**src/smudge_brush_blend_assert.svh**
```systemverilog
`ifndef SMUDGE_BRUSH_BLEND_ASSERT_SVH
`define SMUDGE_BRUSH_BLEND_ASSERT_SVH
// Assertion macros for the smudge brush blend block; clock and reset are the module's own.
`define SBB_ASSERT_SAME(label, cond, prop) \
   label: assert property (@(posedge clock) disable iff (reset) (cond) |-> (prop)) \
      else $error("smudge brush blend: assertion failed");
`define SBB_ASSERT_NEXT(label, cond, prop) \
   label: assert property (@(posedge clock) disable iff (reset) (cond) |=> (prop)) \
      else $error("smudge brush blend: assertion failed");
`endif

```
**src/sbb_pkg.sv**
```systemverilog
// Shared types and constants of the smudge brush blend block.
package sbb_pkg;
   localparam logic [1:0] MODE_SEED  = 2'd0;
   localparam logic [1:0] MODE_SMEAR = 2'd1;
   localparam logic [1:0] MODE_END   = 2'd2;

   localparam logic CSR_DIAMETER = 1'b0;
   localparam logic CSR_STRENGTH = 1'b1;
   localparam int   CSR_WIDTH    = 7;
   localparam int   POS_WIDTH    = 8;

   localparam logic [6:0] DIAMETER_RESET = 7'd10;
   localparam logic [3:0] LEVEL_RESET    = 4'd5;
   localparam logic [3:0] LEVEL_MIN      = 4'd1;
   localparam logic [3:0] LEVEL_MAX      = 4'd10;

   typedef struct packed {
      logic [1:0]  mode;
      logic [31:0] pixel_argb;
   } req_type;

   typedef struct packed {
      logic [31:0] blended_argb;
      logic [5:0]  col;
      logic [5:0]  row;
      logic        last_of_patch;
   } rsp_type;

   typedef struct packed {
      logic                 smear;
      logic [POS_WIDTH-1:0] col;
      logic [POS_WIDTH-1:0] row;
      logic                 last;
      logic [31:0]          pixel;
   } job_type;

   typedef struct packed {
      logic [POS_WIDTH-1:0] half;
      logic [3:0]           level;
   } cfg_type;

   typedef struct packed {
      logic                 carry;
      logic [POS_WIDTH-1:0] col;
      logic [POS_WIDTH-1:0] row;
   } front_stat_type;
endpackage

```
**src/sbb_front.sv**
```systemverilog
// Front end: config registers, patch position counters, mode decode and job issue.
module sbb_front import sbb_pkg::*; #(
   parameter int MAX_DIAMETER = 64
) (
   input  logic                 clock,
   input  logic                 reset,
   input  logic                 req_valid,
   output logic                 req_ready,
   input  req_type              req_data,
   input  logic                 csr_we,
   input  logic                 csr_index,
   input  logic [CSR_WIDTH-1:0] csr_wdata,
   input  logic                 q_full,
   output logic                 q_push,
   output job_type              q_data,
   output cfg_type              cfg,
   output front_stat_type       stat
);
   localparam int CW = $clog2(MAX_DIAMETER);
   localparam int DW = CW + 1;

   logic [6:0]    diameter_ff;
   logic [3:0]    level_ff;
   logic          carry_ff, carry_in;
   logic [CW-1:0] col_ff, col_in, row_ff, row_in;
   logic [DW-1:0] eff_d;
   logic [3:0]    eff_level;
   logic          accept, step, col_wrap, row_wrap, last;

   always_comb begin
      if (diameter_ff < 7'd2) begin
         eff_d = DW'(2);
      end else if (9'(diameter_ff) > 9'(MAX_DIAMETER)) begin
         eff_d = DW'(MAX_DIAMETER);
      end else begin
         eff_d = DW'(diameter_ff);
      end
      if (level_ff < LEVEL_MIN) begin
         eff_level = LEVEL_MIN;
      end else if (level_ff > LEVEL_MAX) begin
         eff_level = LEVEL_MAX;
      end else begin
         eff_level = level_ff;
      end
   end

   assign req_ready = !q_full;
   assign accept    = req_valid && req_ready;
   assign col_wrap  = (DW'(col_ff) + DW'(1)) >= eff_d;
   assign row_wrap  = (DW'(row_ff) + DW'(1)) >= eff_d;
   assign last      = (DW'(col_ff) == eff_d - DW'(1)) && (DW'(row_ff) == eff_d - DW'(1));

   always_comb begin
      carry_in = carry_ff;
      col_in   = col_ff;
      row_in   = row_ff;
      q_push   = 1'b0;
      step     = 1'b0;
      if (accept) begin
         case (req_data.mode)
            MODE_SEED: begin
               q_push   = 1'b1;
               carry_in = 1'b1;
               step     = 1'b1;
            end
            MODE_SMEAR: begin
               // smear without a carried buffer is dropped and does not move
               q_push = carry_ff;
               step   = carry_ff;
            end
            MODE_END: begin
               carry_in = 1'b0;
               col_in   = '0;
               row_in   = '0;
            end
            default: ;
         endcase
         if (step) begin
            if (col_wrap) begin
               col_in = '0;
               row_in = row_wrap ? '0 : row_ff + 1'b1;
            end else begin
               col_in = col_ff + 1'b1;
            end
         end
      end
   end

   always_comb begin
      q_data.smear = (req_data.mode == MODE_SMEAR);
      q_data.col   = POS_WIDTH'(col_ff);
      q_data.row   = POS_WIDTH'(row_ff);
      q_data.last  = last;
      q_data.pixel = req_data.pixel_argb;
      cfg.half     = POS_WIDTH'(eff_d >> 1);
      cfg.level    = eff_level;
      stat.carry   = carry_ff;
      stat.col     = POS_WIDTH'(col_ff);
      stat.row     = POS_WIDTH'(row_ff);
   end

   always_ff @(posedge clock) begin
      if (reset) begin
         diameter_ff <= DIAMETER_RESET;
         level_ff    <= LEVEL_RESET;
         carry_ff    <= 1'b0;
         col_ff      <= '0;
         row_ff      <= '0;
      end else begin
         carry_ff <= carry_in;
         col_ff   <= col_in;
         row_ff   <= row_in;
         if (csr_we) begin
            case (csr_index)
               CSR_DIAMETER: diameter_ff <= csr_wdata;
               CSR_STRENGTH: level_ff    <= csr_wdata[3:0];
               default: ;
            endcase
         end
      end
   end
endmodule

```
**config.mk**
```make
export PLATFORM = sky130hd
export DESIGN_NAME = sbb_front
export DESIGN_NICKNAME = d
export VERILOG_FILES = /design/src/smudge_brush_blend_assert.svh /design/src/sbb_pkg.sv /design/src/sbb_front.sv
export SDC_FILE = /design/constraint.sdc
export NUM_CORES = 1
export LEC_CHECK = 0
export ABC_AREA = 1
export BUFFER_PORTS_ARGS = -buffer_cell sky130_fd_sc_hd__buf_2
export CORE_MARGIN = 2
export CORE_UTILIZATION = 25
export CTS_CLUSTER_DIAMETER = 100
export DETAILED_ROUTE_END_ITERATION = 8
export PLACE_DENSITY = 0.62
export SLEW_MARGIN = 20
export SYNTH_ARGS = -nofsm -noshare
export SYNTH_HDL_FRONTEND = slang
export SYNTH_SLANG_ARGS = --single-unit
export TNS_END_PERCENT = 20
```
**constraint.sdc**
```tcl
create_clock -name clock -period 2.5 [get_ports clock]
set_input_delay 0.125 -clock clock [delete_from_list [all_inputs] [get_ports clock]]
set_output_delay 0.125 -clock clock [all_outputs]
set_load 0.03 [all_outputs]
```
==> impl_metrics.yaml, run 1 <==
yosys:
  synth_area_um2: 2357
  ys_warn_count: 0
  yosysTopAreaCellShare: 0.2038
  ys_async_sr_fraction: 0
  synthTopCellsByCount: "nand2_1 (57), buf_4 (56), inv_1 (45)"
  synth.most_common_cell: "nand2_1"
  ys_seq_area_frac: 0.2038
  ys_ff_latch: 24
  synth_flop_cell: "dfxtp_1"
  synth_mux_area_frac: 0
  synth_compound_area_frac: 0.1407
  synth-simple-area-share: 0.2548
  synth_area_leader_cell: "dfxtp_1"
  netlist_instances: 343
  synthTopCellsByArea: "dfxtp_1 (20%), buf_4 (18%), nand2_1 (9.1%)"
  synthAdderAreaFrac: 0.08917
  syn_avg_cell_area_um2: 6.872
  synth_xor_area_frac: 0.02972
  synth_top_family_by_area: "buffers and inverters"
  synth_edf_count: 0
  yosysUniqueCellTypes: 40
global_route:
  gr-total-overflow: 0
  grt_max_degree: 18
  grt.total_usage: 0.1101
  grt_pass1_vias: 1939
  antenna_found_initial: 0
  grt_pass1_wl_um: 9032
pwr:
  peakVddDrop_v: 0.0001638
  power_w: 0.001076
  cellPowerDensity_nw_per_um2: 421.2
  p_leak_nw: 1.340
min_path:
  whs_endpoint: "diameter_ff[4]$_SDFFE_PP0P_"
  hp-class: "input pin to flip-flop"
  hold_depth: 3
  hp-start: "csr_wdata[4]"
worst_setup_path:
  endpoint_kind: "primary output"
  path_class: "flip-flop to primary output"
  r2r_slack_ns: 0.23
  startpoint_type: "flip-flop"
  required_ns: 2.38
  r2r-start: "diameter_ff[4]$_SDFFE_PP0P_"
  rr_endpoint: "col_ff[0]$_SDFFE_PP0P_"
  ff2ff_path_depth: 15
  cp.arrival_ns: 2.22
  crit_fanout: 3
die:
  core-area_um2: 9196
  fp.dieW_um: 101.1
  rows: 35
  ios: 128
  start_util: 0.2563
  die_area_um2: 10220
  die_h_um: 101.1
timing:
  hold_ws_ns: 0.08158
  setup_tns_ns: 0
  worst_slack_ns: 0.1547
  final-hold-violation-count: 0
  fmax_mhz: 426.4
  min_period_ns: 2.345
  setup_viol: 0
  fin_crit_sh: 0.9381
  clock_skew_ns: 0.003581
  final_max_slew_viol_count: 0
clock_tree:
  clock_path_buffers: 2
  cts_root_buf: "clkbuf_8"
  cts_tree: "done"
  cts_htree_levels: 1
  cts.sinks: 24
  cts_buffers: 3
  clk_latency_ns: 0.27
  path_clk_slew_ns: 0.08
  hold_buffers: 0
final_layout:
  stdcell_area_um2: 2555
  layout.nets: 421
  diodes: 0
  drive_above_1_share: 0.2885
  seqCellArea_um2: 493.0
  syn_to_final_growth_pct: 8.386
  n_fill_cell: 1006
  multi_input_area_um2: 1334
job:
  maxCapViolCount: 0
placement:
  dpl_cell_area_um2: 2349
  detailed_place_hpwl_um: 4562
  portBuffers: 53
  post-place-ws_ns: 0.09555
  gp_congestion: 0.8891
route:
  post_drt_wl_per_cell_um: 12.10
  drtIter0Drc: 101
  dr.pass1.iters: 4
  viasPerCell: 4.400
  ant_nets: 0
  drc: 0
  wl_um: 5662
  vias: 2059
outcome:
  status: "finished, final reports clean"
-- how the worst max path moves through the flow --
stage                           startpoint                      to  slack [ns]  cells after the start
2_1_floorplan  diameter_ff[6]$_SDFFE_PP0P_              q_data[32]        0.14                     12
3_3_place_gp   diameter_ff[6]$_SDFFE_PP0P_              q_data[32]        0.08                     12
3_5_place_dp        col_ff[0]$_SDFFE_PP0P_  row_ff[0]$_SDFFE_PP0P_         0.1                     14
4_1_cts        diameter_ff[4]$_SDFFE_PP0P_              q_data[32]        0.04                     12
5_1_grt        diameter_ff[6]$_SDFFE_PP0P_              q_data[32]       -0.02                     13
6_report       diameter_ff[4]$_SDFFE_PP0P_              q_data[32]        0.15                     12
-- sequential cells by signal, summed over array words and instances (netlist names) --
name	flops
carry_ff	1
col_ff	6
diameter_ff	7
level_ff	4
row_ff	6
-- cells by family (layout without fill, tap and decap cells) --
kind of cell / count (synthesis) / after routing
AO/OA/AOI/OAI: 55 / 55
XOR/XNOR: 8 / 8
adder cells (fa/ha/maj): 17 / 17
buffers and inverters: 111 / 116
flip-flops: 24 / 24
other: 1 / 10
AND/OR/NAND/NOR: 127 / 127
-- cells in the final DEF (no fill, tap or decap), drive strengths merged --
cell    instances
dfxtp          24
a21boi          2
a21oi          29
a22oi           1
clkbuf          4
o21a            1
nor2           34
nand2          64
xnor2           1
nand4          10
inv            47
nand3b          3
a211oi          1
nand3          14
buf            65
conb           10
nor3            2
o211a           1
o21bai          1
xor2            7
ha             16
o211ai          3
o31ai           1
maj3            1
o21ai          15
-- where the power goes --
part | total [W] | switching [W] | internal, W
Sequential | 0.000424 | 0.0000227 | 0.000401
Combinational | 0.000381 | 0.000253 | 0.000129
Clock | 0.000271 | 0.000130 | 0.000141
-- cell type report --
| cell class | count | share of cell area |
|---|---|---|
| Inverter | 47 | 0.06905 |
| Timing Repair Buffer | 65 | 0.1401 |
| Sequential cell | 24 | 0.1929 |
| Multi-Input combinational cell | 217 | 0.5220 |
| Tap cell | 111 | 0.05436 |
| Clock buffer | 4 | 0.02155 |
-- metal layers --
| metal | global-route usage | vias up | wire [um] |
|---|---|---|---|
| met3 | 0.01456 | 17 | 252 |
| met2 | 0.1936 | 59 | 2733 |
| li1 | - | 1056 | - |
| met5 | 0 | - | 0 |
| met1 | 0.1321 | 927 | 2512 |
| met4 | 0.05198 | 0 | 164 |
-- stage by stage --
| step | instances | util |
|---|---|---|
| 5_1_grt | 468 | 0.2778 |
| 6_report | 468 | 0.2778 |
| 4_1_cts | 463 | 0.2653 |
| 3_3_place_gp | 457 | 0.2554 |
| 3_5_place_dp | 457 | 0.2554 |
| 2_1_floorplan | 352 | - |
-- critical path, cell delays in order, from the launching register on --
cell and delay [ns]:
dfxtp_4 0.36, nor2_4 0.15, nand3_4 0.11, o21ai_2 0.10
inv_2 0.09, ha_4 0.25, o21a_1 0.19, nor3_2 0.11
o21ai_1 0.09, nor2_1 0.10, nand4_1 0.09, nor2_1 0.13
buf_4 0.17
-- repair_timing --
action / in CTS / in global routing
resized for setup: 7 / 16
setup endpoints to repair: 1 / 13
pin swaps: 2 / 5
buffers inserted: 2 / 5
Note: power is estimated with default switching activity, not from simulation.
==> run 2, diff against run 1 <==
Clock period 2.5 ns to 2.45 ns, I/O delays scaled along.
==> impl_metrics.yaml, run 2 (synthesized netlist as in run 1, its figures left out) <==
timing:
  min_period_ns: 2.267
  rsz0062_at_grt: "yes"
  setup_tns_ns: 0
  fmax_mhz: 441.0
  worst_slack_ns: 0.1826
  final-hold-violation-count: 0
  clock_skew_ns: 0.003429
  fin_crit_sh: 0.9255
  setup_viol: 0
  final_max_slew_viol_count: 0
worst_setup_path:
  crit_fanout: 5
  endpoint_kind: "primary output"
  startpoint: "diameter_ff[6]$_SDFFE_PP0P_"
  cp-endpoint: "q_data[32]"
  required_ns: 2.33
  r2r-start: "row_ff[3]$_SDFFE_PP0P_"
  startpoint_type: "flip-flop"
  ff2ff_path_depth: 13
  r2r_slack_ns: 0.21
  cp.arrival_ns: 2.14
  path_class: "flip-flop to primary output"
  rr_endpoint: "row_ff[0]$_SDFFE_PP0P_"
pwr:
  p_leak_nw: 1.342
  power_w: 0.001098
  p_sw_w: 0.0004154
  cellPowerDensity_nw_per_um2: 431.9
  sw_frac_of_total: 0.3783
  power_frac_clock: 0.252
  peakVddDrop_v: 0.0002158
  p_int_w: 0.0006826
  combPwrFrac: 0.354
  seq_power_share: 0.394
die:
  die_h_um: 101.1
  fp.dieW_um: 101.1
  ios: 128
  rows: 35
  die_area_um2: 10220
  core-area_um2: 9196
  start_util: 0.2563
final_layout:
  top_register: "diameter_ff"
  layout_commonest_cell: "nand2_1"
  drive_above_1_share: 0.2865
  diodes: 0
  layout.nets: 420
  largest_reg_flops: 7
  syn_to_final_growth_pct: 7.856
  top_regs: "diameter_ff (7), col_ff (6), row_ff (6)"
  final_cell_mix: "nand2_1 (55), buf_2 (52), inv_1 (45), nor2_1 (30), a21oi_1 (26)"
global_route:
  antenna_found_initial: 0
  grt_max_degree: 18
  grt_pass1_vias: 2031
  gr-total-overflow: 0
  grt_pass1_wl_um: 9370
  grt.total_usage: 0.1142
clock_tree:
  hold_buffers: 0
  cts.sinks: 24
  cts_buffers: 3
  path_clk_slew_ns: 0.08
  cts_htree_levels: 1
  cts_tree: "done"
  clk_latency_ns: 0.27
  cts_root_buf: "clkbuf_8"
  clock_path_buffers: 2
min_path:
  hp-class: "input pin to flip-flop"
route:
  ant_nets: 0
  drc: 0
  drtIter0Drc: 40
  vias: 2094
  dr.pass1.iters: 4
  post_drt_wl_per_cell_um: 12.20
  viasPerCell: 4.484
  wl_um: 5696
placement:
  post-place-ws_ns: 0.04011
  gp_congestion: 0.9501
  detailed_place_hpwl_um: 4694
  portBuffers: 53
job:
  maxCapViolCount: 0
outcome:
  status: "finished, final reports clean"
==> run 2: worst max-delay path, stage by stage (launching register included) <==
cell and delay [ns]:
dfxtp_4 0.39, nor2_4 0.12, nand3_4 0.11, nand2_4 0.09, inv_1 0.07, ha_1 0.29, nand2_1 0.06, nor3_2 0.17
o21ai_1 0.10, nor2_1 0.09, nand4_1 0.08, nor2_1 0.12, buf_4 0.17
==> run 2: area by class of cell <==
class / instances / area, um^2
clock buffer: 4 / 55.05
inverter: 47 / 178.9
multi-input combinational: 217 / 1323
fill: 1009 / 6654
tap: 111 / 138.9
sequential: 24 / 496.7
timing repair buffer: 64 / 350.3
==> run 2: what timing repair did <==
| item | CTS | global route |
|---|---|---|
| resized for setup | 7 | 20 |
| pin swaps | 0 | 7 |
| buffers inserted | 0 | 5 |
| setup endpoints to repair | 1 | 13 |
| gates cloned | 0 | 0 |
==> run 2: power groups by stage <==
stage	logic, W	clock network, W	registers (W)
final	0.000389	0.000276	0.000433
after global placement	0.000357	0	0.000440
after floorplan	0.000381	0	0.000448
after global routing	0.000433	0.000307	0.000436
after detailed placement	0.000363	0	0.000441
after CTS	0.000369	0.000288	0.000433
==> run 2: routing by layer <==
metal	vias up	global-route usage	wire length, um
li1	1062	-	-
met1	958	0.1349	2417
met2	61	0.2028	2881
met3	13	0.01456	249
met4	0	0.05613	147
met5	-	0	0
==> run 2: through the flow <==
step / util / cells / cell area, um^2 / hold WS [ns]
2_1_floorplan: - / 352 / 2391 / 0.2357
3_3_place_gp: 0.2562 / 458 / 2356 / 0.2452
3_5_place_dp: 0.2562 / 458 / 2356 / 0.2452
4_1_cts: 0.2653 / 462 / 2440 / 0.07098
5_1_grt: 0.2765 / 467 / 2542 / 0.07193
6_report: 0.2765 / 467 / 2542 / 0.07336
==> run 2: worst min-delay path by stage <==
stage	from	end	cells past startpoint
2_1_floorplan	csr_wdata[0]	level_ff[0]$_SDFFE_PP1P_	2
3_3_place_gp	req_data[19]	q_data[19]	0
3_5_place_dp	req_data[19]	q_data[19]	0
4_1_cts	csr_wdata[0]	level_ff[0]$_SDFFE_PP1P_	3
5_1_grt	csr_wdata[0]	level_ff[0]$_SDFFE_PP1P_	3
6_report	csr_wdata[0]	level_ff[0]$_SDFFE_PP1P_	3
