**src/smudge_brush_blend_assert.svh**
```systemverilog
`ifndef SMUDGE_BRUSH_BLEND_ASSERT_SVH
`define SMUDGE_BRUSH_BLEND_ASSERT_SVH
// Assertion macros for the smudge brush blend block; clock and reset are the module's own.
`define SBB_ASSERT_SAME(label, cond, prop) \
   label: assert property (@(posedge clock) disable iff (reset) (cond) |-> (prop)) \
      else $error("smudge brush blend: assertion failed");
`define SBB_ASSERT_NEXT(label, cond, prop) \
   label: assert property (@(posedge clock) disable iff (reset) (cond) |=> (prop)) \
      else $error("smudge brush blend: assertion failed");
`endif

```
**src/sbb_pkg.sv**
```systemverilog
// Shared types and constants of the smudge brush blend block.
package sbb_pkg;
   localparam logic [1:0] MODE_SEED  = 2'd0;
   localparam logic [1:0] MODE_SMEAR = 2'd1;
   localparam logic [1:0] MODE_END   = 2'd2;

   localparam logic CSR_DIAMETER = 1'b0;
   localparam logic CSR_STRENGTH = 1'b1;
   localparam int   CSR_WIDTH    = 7;
   localparam int   POS_WIDTH    = 8;

   localparam logic [6:0] DIAMETER_RESET = 7'd10;
   localparam logic [3:0] LEVEL_RESET    = 4'd5;
   localparam logic [3:0] LEVEL_MIN      = 4'd1;
   localparam logic [3:0] LEVEL_MAX      = 4'd10;

   typedef struct packed {
      logic [1:0]  mode;
      logic [31:0] pixel_argb;
   } req_type;

   typedef struct packed {
      logic [31:0] blended_argb;
      logic [5:0]  col;
      logic [5:0]  row;
      logic        last_of_patch;
   } rsp_type;

   typedef struct packed {
      logic                 smear;
      logic [POS_WIDTH-1:0] col;
      logic [POS_WIDTH-1:0] row;
      logic                 last;
      logic [31:0]          pixel;
   } job_type;

   typedef struct packed {
      logic [POS_WIDTH-1:0] half;
      logic [3:0]           level;
   } cfg_type;

   typedef struct packed {
      logic                 carry;
      logic [POS_WIDTH-1:0] col;
      logic [POS_WIDTH-1:0] row;
   } front_stat_type;
endpackage

```
**src/sbb_queue.sv**
```systemverilog
// Four-entry job queue between front and back ends.
module sbb_queue import sbb_pkg::*; (
   input  logic    clock,
   input  logic    reset,
   input  logic    push,
   input  job_type push_data,
   input  logic    pop,
   output job_type pop_data,
   output logic    full,
   output logic    empty
);
   localparam int DEPTH = 4;
   localparam int PW    = $clog2(DEPTH);

   job_type       entry_ff [DEPTH];
   logic [PW-1:0] wr_ff, rd_ff;
   logic [PW:0]   count_ff;

   assign full     = (count_ff == (PW+1)'(DEPTH));
   assign empty    = (count_ff == '0);
   assign pop_data = entry_ff[rd_ff];

   always_ff @(posedge clock) begin
      if (push) begin
         entry_ff[wr_ff] <= push_data;
      end
   end

   always_ff @(posedge clock) begin
      if (reset) begin
         wr_ff    <= '0;
         rd_ff    <= '0;
         count_ff <= '0;
      end else begin
         if (push) begin
            wr_ff <= wr_ff + 1'b1;
         end
         if (pop) begin
            rd_ff <= rd_ff + 1'b1;
         end
         count_ff <= count_ff + (PW+1)'(push) - (PW+1)'(pop);
      end
   end
endmodule

```
**config.mk**
```make
export PLATFORM = sky130hd
export DESIGN_NAME = sbb_queue
export DESIGN_NICKNAME = d
export VERILOG_FILES = /design/src/smudge_brush_blend_assert.svh /design/src/sbb_pkg.sv /design/src/sbb_queue.sv
export SDC_FILE = /design/constraint.sdc
export NUM_CORES = 1
export LEC_CHECK = 0
export BUFFER_PORTS_ARGS = -buffer_cell sky130_fd_sc_hd__buf_4
export CORE_ASPECT_RATIO = 1.2
export CORE_MARGIN = 5
export CORE_UTILIZATION = 35
export CTS_CLUSTER_DIAMETER = 200
export DETAILED_ROUTE_END_ITERATION = 12
export PLACE_DENSITY = 0.52
export RECOVER_POWER = 100
export SYNTH_ARGS = -nofsm -noshare
export SYNTH_HDL_FRONTEND = slang
export SYNTH_SLANG_ARGS = --single-unit
export TNS_END_PERCENT = 20
```
**constraint.sdc**
```tcl
create_clock -name clock -period 6.9 [get_ports clock]
set_clock_uncertainty 0.1 [all_clocks]
set_input_delay 0.345 -clock clock [delete_from_list [all_inputs] [get_ports clock]]
set_output_delay 0.345 -clock clock [all_outputs]
set_load 0.01 [all_outputs]
```
==> results of run 1 <==
==> worst max-delay path by stage <==
stage,startpoint,to,slack [ns],cells past startpoint
after detailed placement,flip-flop,pop_data[21],4.47,2
after global routing,wr_ff[0],entry_ff[2][12],2.61,4
after global placement,flip-flop,pop_data[21],4.46,2
after CTS,flip-flop,pop_data[21],3.94,2
final,wr_ff[0],entry_ff[0][15],2.91,4
after floorplan,wr_ff[0],entry_ff[2][0],4.65,3
==> metrics by stage <==
step           power, mW  cells  area, um^2
2_1_floorplan      1.679    304        7711
6_report           2.854    767        9533
3_3_place_gp       1.814    676        8750
3_5_place_dp       1.823    676        8750
4_1_cts            2.948    767        9936
5_1_grt            2.977    767        9533
==> kinds of logic (layout without fill, tap and decap cells) <==
group                    Yosys count  in the layout
flip-flops                       209            209
multiplexers                      51             51
buffers and inverters             18            207
AND/OR/NAND/NOR                   14             14
adder cells (fa/ha/maj)            7              7
XOR/XNOR                           3              3
AO/OA/AOI/OAI                      2              2
==> tightest hold or removal path: cells and delay by family <==
family / cells / cell delay, ns
buffers and inverters: 1 / 0.11
xor gates and xnor gates: 1 / 0.09
and+or+nand+nor: 1 / 0.08
==> state kept, by name, indices dropped and copies added, names as in the netlist, named ones only <==
| register | count |
|---|---|
| entry_ff | 200 |
| count_ff | 3 |
| rd_ff | 2 |
| wr_ff | 2 |
==> final cells by class <==
| cell class | count | share of cell area (%) |
|---|---|---|
| inverters | 6 | 0.2363 |
| clock buffers | 28 | 6.234 |
| well taps | 274 | 3.596 |
| repair buffers | 161 | 9.844 |
| flip-flops and latches | 209 | 64.94 |
| multi-input cells | 77 | 14.29 |
| clock inverters | 12 | 0.8531 |
==> cells in the mapped netlist, drive strengths merged <==
cell type  number  share of area, %
xor3            1              0.31
mux4           50                15
dfxtp           9               2.3
mux2i           1              0.13
edfxtp        200                78
nor2b           2              0.16
a21bo           1              0.13
ha              6              0.97
nor2            5              0.24
nand3b          1             0.097
buf            12               1.8
and2            4              0.32
xnor2           2              0.23
and3            1             0.081
nor3            1             0.065
fa              1              0.26
a21oi           1             0.065
inv             6              0.29
==> metal layers <==
metal / wire length (um) / GRT usage [%] / share of wire (%)
met1: 6143 / 15.08 / 42
met2: 7244 / 19.25 / 50
met3: 743 / 2.880 / 5.1
met4: 326 / 3.460 / 2.3
met5: 7 / 0 / 0.048
==> power groups by stage <==
stage	logic, mW	clock network, mW	registers [mW]
after CTS	0.323	1.13	1.50
after global routing	0.286	1.18	1.51
final	0.260	1.10	1.50
after floorplan	0.181	0	1.50
after detailed placement	0.297	0	1.53
after global placement	0.291	0	1.52
==> impl_metrics.csv, run 1 <==
group,metric,value,unit
outcome,outcome,"complete, but fails checks",
outcome,violations,"capacitance limit, slew limit",
finish,sequential_cell_area,6191,um^2
worst_setup_path,cp_num_buf_inv,2,
cts,clock-root-buffer,"clkbuf_16",
worst_setup_path,critPathRequiredTime,6.87,ns
worst_setup_path,r2r_slack,2.91,ns
timing,setup_total_negative_slack,0,ns
worst_setup_path,regToRegEndpoint,"entry_ff[0][15]",
worst_setup_path,timing.critical_path.max_delay_family,"buffers and inverters",
synth,ys_warn_count,0,
synth,synthesis.area_per_instance,25.37,um^2
timing,timing.hold.ws,0.07831,ns
global_route,overflow,0,
worst_setup_path,crit_path_max_fanout,29,
cts,numCtsBuffers,22,
worst_setup_path,timing.rr.start,"wr_ff[0]",
synth,yosys_register_bits,209,
cts,clk_latency,0.48,ns
min_path,hold-path-cell-count,3,
placed_design,number_of_port_buffers,105,
worst_setup_path,slowest_delay,1.45,ns
drt,avgRoutedWirePerCell,18.86,um
worst_setup_path,worst-setup-path-type,"flip-flop to flip-flop",
finish,multi_input_comb_area,1363,um^2
cts,cts_setup_buffers,0,
timing,final-setup-viol-count,0,
finish,drive_above_1_share,17.44,%
pwr,power_switching_share,21.71,%
global_route,antenna_violations_before_repair,1,
die,row_count,59,
pwr,seq_power_share,52.5,%
drt,detail_route.vias_per_cell,4.698,
synth,post_synth_inst_count,304,
pwr,power.switching,619.5,uW
cts,cts.hold.buffers_added,51,
synth,count_of_distinct_cell_types_in_the_synthesized_netlist,21,
finish,layout.cells.most_common,"edfxtp_1",
drt,routed-via-count,3603,
synth,adder_cell_share_of_the_synthesized_area,1.233,%
finish,mostFrequentLayoutCells,"edfxtp_1 (200), clkbuf_1 (111), dlygate4sd3_1 (51), mux4_2 (50), clkbuf_16 (23)",
timing,slew_headroom,-38.64,%
die,chipWidth,145.5,um
cts,clock_sink_count,209,
finish,num-fill-cells,1982,
pwr,pwr-share-clk,38.4,%
min_path,hold-path-endpoint,"rd_ff[0]",
worst_setup_path,worst_path_cell_trace,"inv_1, ha_1, and2_0, clkbuf_1",
finish,antennaDiodeCount,0,
timing,achievable-frequency,250.6,MHz
synth,muxShareOfSynthArea,14.73,%
min_path,min_delay_startpoint,"pop",
timing,period_needed,3.991,ns
drt,detail_route.iter0.violations,177,
timing,finalHoldViolCount,0,
finish,final_util,43.92,%
worst_setup_path,timing.reg2reg.worst_path_depth,4,
worst_setup_path,worst_setup_path_end_kind,"flip-flop",
synth,post_synth_xor_area_fraction,0.5355,%
pwr,intPower,2.234,mW
run,drv.max_cap_violation_count,8,
worst_setup_path,cpMaxStageDelayCell,"clkbuf_1",
timing,grt_setup_unrepaired,"false",
die,die_y,172.6,um
timing,worst-slew-pin-transition,2.078,ns
min_path,timing.hold.worst.class,"primary input to flip-flop",
die,floorplan.initialDensity,35.53,%
pwr,powerDensity,299.4,nW/um^2
synth,mappedNetlistNets,365,
cts,largest_buffer_count_on_any_clock_path,3,
global_route,maximum_number_of_pins_on_one_net_before_global_route_repair,51,
placed_design,preCtsSetupSlack,4.469,ns
pwr,vdd_ir_drop_max,0.1470,mV
worst_setup_path,startpoint_type,"flip-flop",
placed_design,gp_congestion,0.6580,
synth,synth_simple_gate_area_share,0.9736,%
cts,cts-htree-levels,1,
finish,number_of_nets_in_the_finished_design,538,
pwr,static_leak,3.005,nW
global_route,first_global_vias,4035,
pwr,comb_power_share,9.1,%
die,core-area,21700,um^2
synth,largest_family_of_logic_cells_by_synthesized_area,"multiplexers",
drt,dr.pass1.iters,5,
cts,clock_transition_at_the_registers_of_the_reported_paths,0.05,ns
cts,postCtsResizedCells,0,
cts,tritoncts,"built",
timing,layout_worst_path_cycle_share,57.84,%
worst_setup_path,cp_data_arrival_time,3.96,ns
synth,synth_compound_area_share,0.1947,%
synth,synth_seq_area_share,80.22,%
timing,post-route-worst-setup-slack,2.909,ns
drt,ant_nets,0,
global_route,grt_first_pass_wirelength,23090,um
die,die-area,25110,um^2
finish,layout_stage_area_growth_over_the_synthesis_result,23.62,%
timing,slew_viol_final,212,
synth,mappedNetlistArea,7711,um^2
drt,drt_wl_total,14460,um
die,floorplan.io_pins,106,
placed_design,total_half_perimeter_wirelength_after_legalization_and_detailed_placement,8434,um
global_route,grtUsageTotal,11.56,%
drt,drcViolationCount,0,
Power figures use the tool's default switching activity.
==> inputs of run 2 (changes only) <==
--- a/config.mk
+++ b/config.mk
@@ -11,7 +11,7 @@
 export CORE_UTILIZATION = 35
 export CTS_CLUSTER_DIAMETER = 200
 export DETAILED_ROUTE_END_ITERATION = 12
-export PLACE_DENSITY = 0.52
+export PLACE_DENSITY = 0.54
 export RECOVER_POWER = 100
 export SYNTH_ARGS = -nofsm -noshare
 export SYNTH_HDL_FRONTEND = slang
==> constraint.sdc (replaced) <==
create_clock -name clock -period 3.3 [get_ports clock]
set_clock_uncertainty 0.1 [all_clocks]
set_input_delay 0.165 -clock clock [delete_from_list [all_inputs] [get_ports clock]]
set_output_delay 0.165 -clock clock [all_outputs]
set_load 0.01 [all_outputs]
==> impl_metrics.csv, run 2 (synthesis results as in run 1) <==
group,metric,value,unit
die,floorplan.initialDensity,35.53,%
finish,mostFrequentLayoutCells,"edfxtp_1 (200), clkbuf_1 (101), dlygate4sd3_1 (54), mux4_2 (50), clkbuf_16 (23)",
worst_setup_path,worst-setup-path-type,"flip-flop to primary output",
finish,largest_register,"entry_ff",
min_path,hold-path-cell-count,3,
pwr,static_leak,3.100,nW
global_route,first_global_vias,4157,
timing,finalHoldViolCount,0,
min_path,min_delay_startpoint,"reset",
global_route,maximum_number_of_pins_on_one_net_before_global_route_repair,51,
outcome,violations,"capacitance limit, slew limit",
finish,number_of_nets_in_the_finished_design,545,
finish,multi_input_comb_area,1366,um^2
cts,clock_sink_count,209,
finish,layout.cells.most_common,"edfxtp_1",
timing,setup_total_negative_slack,0,ns
placed_design,gp_congestion,0.6374,
drt,routed-via-count,3623,
cts,clock-root-buffer,"clkbuf_16",
cts,tritoncts,"built",
die,floorplan.io_pins,106,
run,drv.max_cap_violation_count,2,
die,chipWidth,145.5,um
pwr,power.total,6.196,mW
cts,largest_buffer_count_on_any_clock_path,3,
worst_setup_path,critPathRequiredTime,3.03,ns
worst_setup_path,cpMaxStageDelayCell,"dfxtp_1",
timing,period_needed,2.728,ns
worst_setup_path,r2r_slack,0.78,ns
timing,achievable-frequency,366.6,MHz
global_route,overflow,0,
drt,detail_route.iter0.violations,151,
pwr,vdd_ir_drop_max,0.3526,mV
drt,dr.pass1.iters,4,
worst_setup_path,timing.rr.start,"wr_ff[0]",
global_route,antenna_violations_before_repair,1,
drt,ant_nets,0,
min_path,timing.hold.worst.class,"primary input to flip-flop",
timing,slew_headroom,-18.35,%
worst_setup_path,cp_data_arrival_time,2.46,ns
finish,largest_register_ff_count,200,
die,core-area,21700,um^2
worst_setup_path,startpoint_type,"flip-flop",
worst_setup_path,worst_setup_path_end_kind,"primary output",
timing,final-setup-viol-count,0,
drt,drt_wl_total,14680,um
finish,sequential_cell_area,6190,um^2
cts,clock_transition_at_the_registers_of_the_reported_paths,0.06,ns
finish,num-fill-cells,1957,
worst_setup_path,slowest_delay,0.95,ns
drt,detail_route.vias_per_cell,4.675,
timing,grt_setup_unrepaired,"false",
timing,layout_worst_path_cycle_share,82.67,%
outcome,outcome,"complete, but fails checks",
placed_design,total_half_perimeter_wirelength_after_legalization_and_detailed_placement,8777,um
finish,drive_above_1_share,21.00,%
worst_setup_path,timing.reg2reg.worst_path_depth,4,
global_route,grt_first_pass_wirelength,23320,um
cts,postCtsResizedCells,0,
die,die-area,25110,um^2
min_path,hold-path-endpoint,"count_ff[2]",
worst_setup_path,worst_path_cell_trace,"buf_4, mux4_2, clkbuf_1",
timing,slew_viol_final,52,
cts,numCtsBuffers,23,
finish,layout_stage_area_growth_over_the_synthesis_result,25.78,%
pwr,powerDensity,638.8,nW/um^2
die,row_count,59,
worst_setup_path,regToRegEndpoint,"entry_ff[0][30]",
cts,cts-htree-levels,1,
finish,biggestRegsByFlops,"entry_ff x200, count_ff x3",
global_route,grtUsageTotal,11.71,%
cts,clk_latency,0.50,ns
drt,drcViolationCount,0,
timing,worst-slew-pin-transition,1.775,ns
worst_setup_path,crit_path_max_fanout,19,
drt,avgRoutedWirePerCell,18.95,um
die,die_y,172.6,um
placed_design,number_of_port_buffers,105,
==> run 2: changes by cell type in the layout (fill, tap and decap cells not counted), moves of 2 or more <==
cell,delta
clkbuf_1,-10
buf_4,+7
and2_0,-4
and2_2,+3
clkinv_1,-3
dlygate4sd3_1,+3
bufinv_16,+2
clkinv_2,+2
clkinvlp_4,+2
inv_6,+2
==> run 2: worst max-delay path by stage <==
stage / cells past startpoint / slack (ns) / to
after global routing: 3 / 0.39 / pop_data[4]
after floorplan: 3 / 1.05 / entry_ff[2][0]
after CTS: 3 / 0.68 / pop_data[34]
after detailed placement: 3 / 1.21 / pop_data[34]
final: 3 / 0.57 / pop_data[4]
after global placement: 3 / 1.21 / pop_data[13]
==> run 2: cell type report <==
type                            count  area share (%)
Clock inverter                     17           1.780
Timing Repair Buffer              167           10.55
Multi-Input combinational cell     77           14.09
Tap cell                          274           3.535
Sequential cell                   209           63.82
Clock buffer                       24           5.973
Inverter                            6          0.2322
Antenna cell                        1         0.02580
==> run 2: per-stage QoR <==
| step | setup WS (ns) | utilization [%] | instance area, um^2 | std cells | hold slack [ns] |
|---|---|---|---|---|---|
| detailed placement | 1.213 | 40.49 | 8787 | 679 | 0.2697 |
| floorplan | 1.053 | - | 7711 | 304 | 0.1366 |
| global route | 0.3914 | 44.69 | 9699 | 775 | 0.3464 |
| finish | 0.5720 | 44.69 | 9699 | 775 | 0.3359 |
| CTS | 0.6755 | 46.44 | 10080 | 774 | 0.2820 |
| global placement | 1.207 | 40.49 | 8787 | 679 | 0.2637 |
==> run 2: power breakdown <==
| group | switching [mW] | internal, mW |
|---|---|---|
| combinational | 0.297 | 0.284 |
| sequential | 0.0590 | 3.05 |
| clock | 0.988 | 1.51 |
| total | 1.34 | 4.85 |
==> run 2: routing by layer <==
layer	GRT usage, %	share of wire [%]	vias to the layer above
met2	19.98	51	89
met1	14.96	42	1868
met3	2.277	4.7	27
li1	-	-	1639
met5	0	0	-
met4	4.199	2.6	0
==> run 2: worst max-delay path, delay by kind of cell, from the launching register on <==
kind     cells  cell delay (ns)
flops        1             0.95
buf+inv      2             0.61
mux          1             0.39
==> run 2: what timing repair did <==
| action | 4_1_cts | 5_1_grt |
|---|---|---|
| hold buffers | 54 | 0 |
| endpoints found under the hold margin | 209 | 0 |
| buffers inserted | 0 | 0 |
==> inputs of run 3 (changes only) <==
==> constraint.sdc (replaced) <==
create_clock -name clock -period 2.4 [get_ports clock]
set_clock_uncertainty 0.1 [all_clocks]
set_input_delay 0.12 -clock clock [delete_from_list [all_inputs] [get_ports clock]]
set_output_delay 0.12 -clock clock [all_outputs]
set_load 0.01 [all_outputs]
==> impl_metrics.csv, run 3 (synthesis results as in run 1) <==
group,metric,value,unit
global_route,antenna_violations_before_repair,1,
timing,setup_total_negative_slack,0,ns
finish,largest_register,"entry_ff",
worst_setup_path,worst-setup-path-type,"flip-flop to primary output",
cts,clock_transition_at_the_registers_of_the_reported_paths,0.06,ns
drt,drcViolationCount,0,
finish,antennaDiodeCount,0,
cts,numCtsBuffers,22,
pwr,pwr-share-clk,38.9,%
timing,timing.hold.ws,0.3088,ns
pwr,vdd_ir_drop_max,0.4318,mV
drt,ant_nets,0,
finish,num-fill-cells,1933,
finish,largest_register_ff_count,200,
worst_setup_path,timing.reg2reg.worst_path_depth,4,
pwr,seq_power_share,51.1,%
worst_setup_path,startpoint_type,"flip-flop",
timing,slew_viol_final,0,
die,floorplan.initialDensity,35.53,%
cts,largest_buffer_count_on_any_clock_path,3,
timing,achievable-frequency,443.7,MHz
cts,clk_latency,0.49,ns
worst_setup_path,worst_setup_path_end_kind,"primary output",
worst_setup_path,crit_path_max_fanout,16,
worst_setup_path,critPathRequiredTime,2.18,ns
worst_setup_path,timing.rr.start,"wr_ff[1]",
timing,slew_headroom,38.76,%
global_route,first_global_vias,4106,
timing,final-setup-viol-count,0,
cts,clock_sink_count,209,
finish,layout_stage_area_growth_over_the_synthesis_result,26.11,%
placed_design,number_of_port_buffers,105,
finish,layout.cells.most_common,"edfxtp_1",
pwr,static_leak,3.146,nW
global_route,overflow,0,
drt,routed-via-count,3625,
pwr,comb_power_share,10.1,%
timing,grt_setup_unrepaired,"false",
die,chipWidth,145.5,um
finish,number_of_nets_in_the_finished_design,545,
cts,cts-htree-levels,1,
finish,drive_above_1_share,23.40,%
global_route,grt_first_pass_wirelength,23160,um
drt,drt_wl_total,14430,um
min_path,min_delay_startpoint,"reset",
min_path,timing.hold.worst.class,"primary input to flip-flop",
die,floorplan.io_pins,106,
worst_setup_path,r2r_slack,0.20,ns
placed_design,total_half_perimeter_wirelength_after_legalization_and_detailed_placement,8609,um
placed_design,gp_congestion,0.6401,
run,drv.max_cap_violation_count,0,
drt,detail_route.vias_per_cell,4.683,
pwr,intPower,6.570,mW
cts,clock-root-buffer,"clkbuf_16",
timing,finalHoldViolCount,0,
die,core-area,21700,um^2
finish,sequential_cell_area,6191,um^2
finish,mostFrequentLayoutCells,"edfxtp_1 (200), clkbuf_1 (90), dlygate4sd3_1 (54), mux4_2 (50), clkbuf_16 (23)",
cts,cts_setup_buffers,0,
global_route,grtUsageTotal,11.60,%
timing,post-route-worst-setup-slack,0.1461,ns
min_path,hold-path-endpoint,"count_ff[1]",
pwr,power_switching_share,21.16,%
worst_setup_path,regToRegEndpoint,"entry_ff[1][2]",
outcome,outcome,"completed",
finish,multi_input_comb_area,1365,um^2
drt,avgRoutedWirePerCell,18.65,um
drt,dr.pass1.iters,4,
die,die_y,172.6,um
cts,tritoncts,"built",
die,die-area,25110,um^2
finish,biggestRegsByFlops,"entry_ff x200, count_ff x3",
pwr,powerDensity,857.0,nW/um^2
timing,layout_worst_path_cycle_share,93.91,%
min_path,hold-path-cell-count,3,
worst_setup_path,cp_data_arrival_time,2.03,ns
placed_design,preCtsSetupSlack,0.5452,ns
drt,detail_route.iter0.violations,164,
die,row_count,59,
timing,period_needed,2.254,ns
pwr,power.switching,1.764,mW
global_route,maximum_number_of_pins_on_one_net_before_global_route_repair,51,
timing,worst-slew-pin-transition,0.9186,ns
## run 3: per-layer routing
layer / vias to the layer above / global-route usage [%] / routed length [um]
met5: - / 0 / 7
met4: 2 / 3.033 / 267
met1: 1878 / 14.26 / 5858
met3: 23 / 2.723 / 694
li1: 1640 / - / -
met2: 82 / 20.62 / 7606
## run 3: how the worst max path moves through the flow
stage                           endpoint  cells after the start
after CTS                    pop_data[9]                      3
after global routing         pop_data[9]                      3
after global placement       count_ff[2]                      7
after detailed placement     count_ff[2]                      7
after floorplan           entry_ff[2][0]                      3
final                        pop_data[9]                      3
## run 3: timing repair
item / in CTS / in global routing
hold buffers: 54 / 0
gates resized for setup: 0 / 0
hold endpoints to repair: 209 / 0
## run 3: worst max-delay path: stages, from the launching register on
cell	delay [ns]
dfxtp_4	0.57
buf_12	0.23
mux4_2	0.55
buf_4	0.17
## run 3: through the flow
| step | utilization (%) | std cells | area (um^2) | total power [mW] |
|---|---|---|---|---|
| finish | 44.81 | 774 | 9724 | 8.334 |
| detailed placement | 40.81 | 680 | 8857 | 5.273 |
| global route | 44.81 | 774 | 9724 | 8.717 |
| CTS | 46.56 | 774 | 10100 | 8.618 |
| global placement | 40.81 | 680 | 8857 | 5.245 |
| floorplan | - | 304 | 7711 | 4.828 |
## run 3: layout make-up
class                   instances  share of cell area (%)
clock buffers                  33                   6.613
clock inverters                 7                  0.6562
inverters                       6                  0.2316
multi-input cells              77                   14.04
flip-flops and latches        209                   63.66
well taps                     274                   3.525
repair buffers                168                   11.27
## run 3: power by group through the flow
stage	Combinational, mW	Clock, mW	Sequential (mW)
after floorplan	0.520	0	4.31
after global placement	0.922	0	4.32
after detailed placement	0.937	0	4.34
after CTS	1.01	3.35	4.26
after global routing	0.928	3.51	4.27
final	0.839	3.24	4.26
